## src/rtl/core/mt_pkg.sv

```systemverilog
// Shared types, constants and the tempering function of the MT19937 generator.
package mt_pkg;

  localparam int unsigned NumWords = 624;
  localparam int unsigned ShiftPos = 397;
  localparam int unsigned AddrW    = 10;

  localparam logic [31:0] LinMult   = 32'd1812433253;
  localparam logic [31:0] KeyMult1  = 32'd1664525;
  localparam logic [31:0] KeyMult2  = 32'd1566083941;
  localparam logic [31:0] KeyBase   = 32'd19650218;
  localparam logic [31:0] MatrixA   = 32'h9908b0df;
  localparam logic [31:0] TemperB   = 32'h9d2c5680;
  localparam logic [31:0] TemperC   = 32'hefc60000;
  localparam logic [31:0] UpperMask = 32'h80000000;
  localparam logic [31:0] LowerMask = 32'h7fffffff;

  localparam logic [AddrW-1:0] LastAddr = AddrW'(NumWords - 1);
  localparam logic [AddrW-1:0] EndPos   = AddrW'(NumWords);

  // Operation codes carried in the input tuser.
  localparam logic [1:0] OpNext    = 2'd0;
  localparam logic [1:0] OpSeedLin = 2'd1;
  localparam logic [1:0] OpSeedKey = 2'd2;

  // Controller states.
  typedef enum logic [4:0] {
    StIdle,
    StLinFirst,
    StLinStep,
    StLinDone,
    StK1Init,
    StK1Rd,
    StK1Wr,
    StK1Wrap,
    StK2Init,
    StK2Rd,
    StK2Wr,
    StK2Wrap,
    StKeyEnd,
    StTwPre,
    StTwP2,
    StTwB,
    StTwC,
    StRdPos,
    StOut,
    StNoSeed
  } ctrl_state_e;

  // Datapath commands, one per cycle.
  typedef enum logic [4:0] {
    CmdNone,
    CmdCapture,
    CmdLinFirst,
    CmdLinStep,
    CmdLinDone,
    CmdK1Init,
    CmdK1Rd,
    CmdK1Wr,
    CmdWrap,
    CmdK2Init,
    CmdK2Rd,
    CmdK2Wr,
    CmdKeyEnd,
    CmdTwPre,
    CmdTwP2,
    CmdTwB,
    CmdTwC,
    CmdRdPos,
    CmdOutLoad,
    CmdOutNoSeed
  } dp_cmd_e;

  // Status from the datapath to the controller.
  typedef struct packed {
    logic seeded;
    logic pos_end;
    logic i_last;
    logic k_last;
    logic k_zero;
    logic key_mode;
    logic out_busy;
  } dp_status_t;

  // Standard MT19937 output tempering.
  function automatic logic [31:0] temper(input logic [31:0] x);
    logic [31:0] y;
    y = x ^ (x >> 11);
    y = y ^ ((y << 7) & TemperB);
    y = y ^ ((y << 15) & TemperC);
    y = y ^ (y >> 18);
    return y;
  endfunction

endpackage

```

## src/rtl/core/mt_ctrl.sv

```systemverilog
// Sequencing state machine of the MT19937 generator.
module mt_ctrl (
  input  logic                 clk_i,
  input  logic                 rst_ni,
  input  logic                 in_valid_i,
  input  logic [1:0]           in_op_i,
  output logic                 in_ready_o,
  input  mt_pkg::dp_status_t   status_i,
  output mt_pkg::dp_cmd_e      cmd_o
);

  mt_pkg::ctrl_state_e state_q, state_d;
  logic in_xfer;

  assign in_xfer = in_valid_i && (state_q == mt_pkg::StIdle);

  // State register.
  always_ff @(posedge clk_i or negedge rst_ni) begin
    if (!rst_ni) begin
      state_q <= mt_pkg::StIdle;
    end else begin
      state_q <= state_d;
    end
  end

  // Next state.
  always_comb begin
    state_d = state_q;
    case (state_q)
      mt_pkg::StIdle: begin
        if (in_xfer) begin
          case (in_op_i)
            mt_pkg::OpNext: begin
              if (!status_i.seeded) begin
                state_d = mt_pkg::StNoSeed;
              end else if (status_i.pos_end) begin
                state_d = mt_pkg::StTwPre;
              end else begin
                state_d = mt_pkg::StRdPos;
              end
            end
            mt_pkg::OpSeedLin, mt_pkg::OpSeedKey: state_d = mt_pkg::StLinFirst;
            default: state_d = mt_pkg::StIdle;
          endcase
        end
      end
      mt_pkg::StLinFirst: state_d = mt_pkg::StLinStep;
      mt_pkg::StLinStep: begin
        if (status_i.i_last) begin
          state_d = status_i.key_mode ? mt_pkg::StK1Init : mt_pkg::StLinDone;
        end
      end
      mt_pkg::StLinDone: state_d = mt_pkg::StIdle;
      mt_pkg::StK1Init:  state_d = mt_pkg::StK1Rd;
      mt_pkg::StK1Rd:    state_d = mt_pkg::StK1Wr;
      mt_pkg::StK1Wr: begin
        if (status_i.i_last) begin
          state_d = mt_pkg::StK1Wrap;
        end else if (status_i.k_last) begin
          state_d = mt_pkg::StK2Init;
        end else begin
          state_d = mt_pkg::StK1Rd;
        end
      end
      mt_pkg::StK1Wrap: state_d = status_i.k_zero ? mt_pkg::StK2Init : mt_pkg::StK1Rd;
      mt_pkg::StK2Init: state_d = mt_pkg::StK2Rd;
      mt_pkg::StK2Rd:   state_d = mt_pkg::StK2Wr;
      mt_pkg::StK2Wr: begin
        if (status_i.i_last) begin
          state_d = mt_pkg::StK2Wrap;
        end else if (status_i.k_last) begin
          state_d = mt_pkg::StKeyEnd;
        end else begin
          state_d = mt_pkg::StK2Rd;
        end
      end
      mt_pkg::StK2Wrap: state_d = status_i.k_zero ? mt_pkg::StKeyEnd : mt_pkg::StK2Rd;
      mt_pkg::StKeyEnd: state_d = mt_pkg::StIdle;
      mt_pkg::StTwPre:  state_d = mt_pkg::StTwP2;
      mt_pkg::StTwP2:   state_d = mt_pkg::StTwB;
      mt_pkg::StTwB:    state_d = mt_pkg::StTwC;
      mt_pkg::StTwC:    state_d = status_i.i_last ? mt_pkg::StRdPos : mt_pkg::StTwB;
      mt_pkg::StRdPos:  state_d = mt_pkg::StOut;
      mt_pkg::StOut: begin
        if (!status_i.out_busy) begin
          state_d = mt_pkg::StIdle;
        end
      end
      mt_pkg::StNoSeed: begin
        if (!status_i.out_busy) begin
          state_d = mt_pkg::StIdle;
        end
      end
      default: state_d = mt_pkg::StIdle;
    endcase
  end

  // Outputs.
  always_comb begin
    in_ready_o = (state_q == mt_pkg::StIdle);
    cmd_o      = mt_pkg::CmdNone;
    case (state_q)
      mt_pkg::StIdle: begin
        if (in_xfer) begin
          cmd_o = mt_pkg::CmdCapture;
        end
      end
      mt_pkg::StLinFirst: cmd_o = mt_pkg::CmdLinFirst;
      mt_pkg::StLinStep:  cmd_o = mt_pkg::CmdLinStep;
      mt_pkg::StLinDone:  cmd_o = mt_pkg::CmdLinDone;
      mt_pkg::StK1Init:   cmd_o = mt_pkg::CmdK1Init;
      mt_pkg::StK1Rd:     cmd_o = mt_pkg::CmdK1Rd;
      mt_pkg::StK1Wr:     cmd_o = mt_pkg::CmdK1Wr;
      mt_pkg::StK1Wrap:   cmd_o = mt_pkg::CmdWrap;
      mt_pkg::StK2Init:   cmd_o = mt_pkg::CmdK2Init;
      mt_pkg::StK2Rd:     cmd_o = mt_pkg::CmdK2Rd;
      mt_pkg::StK2Wr:     cmd_o = mt_pkg::CmdK2Wr;
      mt_pkg::StK2Wrap:   cmd_o = mt_pkg::CmdWrap;
      mt_pkg::StKeyEnd:   cmd_o = mt_pkg::CmdKeyEnd;
      mt_pkg::StTwPre:    cmd_o = mt_pkg::CmdTwPre;
      mt_pkg::StTwP2:     cmd_o = mt_pkg::CmdTwP2;
      mt_pkg::StTwB:      cmd_o = mt_pkg::CmdTwB;
      mt_pkg::StTwC:      cmd_o = mt_pkg::CmdTwC;
      mt_pkg::StRdPos:    cmd_o = mt_pkg::CmdRdPos;
      mt_pkg::StOut: begin
        if (!status_i.out_busy) begin
          cmd_o = mt_pkg::CmdOutLoad;
        end
      end
      mt_pkg::StNoSeed: begin
        if (!status_i.out_busy) begin
          cmd_o = mt_pkg::CmdOutNoSeed;
        end
      end
      default: cmd_o = mt_pkg::CmdNone;
    endcase
  end

endmodule

```

## config.mk

```make
export PLATFORM = sky130hd
export DESIGN_NAME = mt_ctrl
export DESIGN_NICKNAME = d
export VERILOG_FILES = /design/src/rtl/core/mt_pkg.sv /design/src/rtl/core/mt_ctrl.sv
export SDC_FILE = /design/constraint.sdc
export NUM_CORES = 1
export LEC_CHECK = 0
export ABC_AREA = 1
export BUFFER_PORTS_ARGS = -buffer_cell sky130_fd_sc_hd__buf_2
export CELL_PAD_IN_SITES_DETAIL_PLACEMENT = 0
export CELL_PAD_IN_SITES_GLOBAL_PLACEMENT = 1
export CORE_ASPECT_RATIO = 1.25
export CORE_UTILIZATION = 37
export DETAILED_ROUTE_END_ITERATION = 12
export PLACE_DENSITY_LB_ADDON = 0.1
export SLEW_MARGIN = 10
export SYNTH_ARGS = -nofsm -noshare
export SYNTH_HDL_FRONTEND = slang
export SYNTH_SLANG_ARGS = --single-unit
```

## constraint.sdc

```tcl
create_clock -name clk_i -period 3.5 [get_ports clk_i]
set_clock_uncertainty 0.1 [all_clocks]
set_input_delay 0.35 -clock clk_i [delete_from_list [all_inputs] [get_ports clk_i]]
set_output_delay 0.35 -clock clk_i [all_outputs]
set_load 0.1 [all_outputs]
```

==> results.cfg <==
[timing]
grt_setup_unrepaired = no
worst_slew_pin_slew_ns = 0.4997
timing.final.hold_violations = 0
fin_crit_ns = 2.461
fin_tns_setup_ns = 0
max-slew-margin-rel_pct = 66.69
fmax_mhz = 406.3
timing.final.crit_share_pct = 70.32
setup_violations = 0
final_max_slew_viol_count = 0

[floorplanning]
die_height_um = 51.60
initial_core_util_pct = 40.28
floorplan.rows = 17
design.die.area_um2 = 2151
fp.coreArea_um2 = 1808
dieWidth_um = 41.68
io_pins = 18

[synth]
synthTopCellsByArea = nand2_1, dfrtp_1, nand3_1, nor2_1, inv_1
yosysWarningCount = 0
synth_cell_type_count = 22
synthesis.area_per_instance_um2 = 5.602
synth.ff_latch_count = 5
yosys_most_used_dff = dfrtp_1
summed_instance_area_of_the_synthesized_netlist_um2 = 728.2
sequential_to_total_area_share_from_yosys_stat_pct = 17.18
netlist.top_cell.by_area = nand2_1
post_synth_most_frequent_cells = nand2_1, nor2_1, nand3_1, inv_1, nand4_1
post-synth-top-count-cell = nand2_1
syn-instance-count = 130
synth_edf_count = 0
async_flop_share_pct = 100.0
synth.top_cell.area_share_pct = 17.53
synth.net_count = 142

[detailed_routing]
detail_route.iter0.violations = 33
routed_via_density = 5.294
residual_antenna_violating_net_count_after_detailed_routing = 0
routedWlPerCell_um = 12.14
drt_first_pass_iters = 4
dr_total_vias = 900
detail_route.drc_violations = 0
totalWireLength_um = 2064

[critical_path]
crit_path_top_delay_cell = dfrtp_1
critPathLaunchType = flop
cp_top_family = buffers and inverters
setup.reg_to_reg.worst_slack_ns = 1.83
r2r_start = state_q[4]
worstPathArrival_ns = 2.01
crit_path_max_fanout = 12
regToRegEndpoint = state_q[3]
crit_type = flop to output port
crit_top_cell = nand2_1
worstSetupEndpointType = output port
critPathLaunch = state_q[4]
worst-r2r-cell-count = 7
critical_path_cell_list = inv_4, nand2_1, nor2_2, nand2_1, nand2_1, a21oi_1, nand4_1, buf_2
cpPeakStageDelay_ns = 0.55
cp_num_buf_inv = 2
timing.critical_path.required_ns = 3.05

[layout]
drive_gt1_share_pct = 23.84
antenna_cells = 0
largest_register_ffs = 5
largest_registers = state_q (5)
seqCellArea_um2 = 125.1
registers.top_by_ff_count = state_q
multiInputGateArea_um2 = 513.0
layout.filler_cells = 182
area.growth.synth_to_final_pct = 18.38
num-nets-final = 164

[placed_design]
number_of_port_buffers = 17
gp_congestion = 0.8507
dp_hpwl_um = 1682

[clocking]
clkLatencyLatePin_ns = 0.24
cts_repair_resize_count = 0
clkSinkCount = 5
clk_root_buffer_cell = clkbuf_4
cts_hold_buffers = 1
clock_path_buffers = 2
htree_levels = 1
cts-buffers-inserted = 3
tritoncts = built
clk_pin_slew_ns = 0.04
cts_post_setup_buffers_inserted = 0

[hold_path]
hold_depth = 3
worst_hold_startpoint = status_i[0]
holdCritPathClass = primary input to flop
hold-path-endpoint = state_q[4]

[grt]
vias_in_the_first_global_route = 848
grt_overflow = 0
grt_first_pass_wirelength_um = 3588
grt_antenna_before_repair = 0
grt_max_degree = 13
grt_util_all_layers_pct = 21.01

[run]
drv_cap = 0

[run_status]
run_status = finished, final reports clean
-- per-stage QoR --
step / area (µm²) / cells / setup WS [ns] / hold slack, ns / util, %
floorplan: 728.2 / 130 / 0.1524 / -0.04559 / -
global placement: 825.8 / 165 / 1.276 / 0.06544 / 45.67
detailed placement: 825.8 / 165 / 1.340 / 0.06733 / 45.67
CTS: 862.1 / 170 / 1.077 / 0.3280 / 47.68
global route: 862.1 / 170 / 0.9411 / 0.3597 / 47.68
finish: 862.1 / 170 / 1.039 / 0.3330 / 47.68
-- worst reg2reg max path: stages (launching register included) --
cell     delay, ns
dfrtp_1       0.65
inv_4         0.11
nand2_1       0.14
nor2_2        0.07
nand2_1       0.10
nand3_1       0.08
nor3_1        0.18
a21oi_1       0.12
-- cell families (layout without fill, tap and decap cells) --
logic type | Yosys count | in the layout | share of synthesized area [%]
DFF | 5 | 5 | 17.18
and+or+nand+nor | 92 | 92 | 59.62
buffers and inverters | 21 | 42 | 12.37
AOI/OAI and AO/OA | 12 | 12 | 10.82
-- layout make-up --
cell class | instances | share of cell area [%]
timing repair buffer | 18 | 11.03
multi-input combinational | 104 | 59.51
tap | 19 | 2.758
inverter | 20 | 9.144
clock buffer | 4 | 3.048
sequential | 5 | 14.51
-- worst max path at each step --
stage / end / cells past startpoint / slack (ns)
2_1_floorplan: cmd_o[2] / 3 / 0.15
3_5_place_dp: cmd_o[0] / 8 / 1.34
5_1_grt: cmd_o[0] / 8 / 0.94
6_report: cmd_o[0] / 8 / 1.04
3_3_place_gp: cmd_o[0] / 8 / 1.28
4_1_cts: cmd_o[0] / 8 / 1.08
-- metal layers --
metal,vias up,share of wire [%],GRT usage [%]
li1,467,-,-
met1,399,43,25.21
met2,32,51,38.54
met3,2,5.5,5.556
met4,0,0.92,2.151
met5,-,0,0
-- placed cells by master (no fill, tap or decap) --
cell	count
o211ai_2	1
dfrtp_1	5
nand3_1	18
o21ai_2	1
a21oi_1	5
and2_1	1
dlygate4sd3_1	1
clkbuf_1	1
nand2_2	3
o2111ai_1	1
nor2_2	4
inv_4	1
clkinv_2	1
nor3_1	2
nand2_1	34
clkbuf_4	3
o311ai_1	1
buf_2	17
nor2_4	3
o21ai_0	3
nand4_1	7
inv_1	16
nor2_1	19
nand3b_1	1
inv_2	2
Power is not shown: default switching activity piles up to over one toggle a cycle in this logic, so the estimate is an artifact.
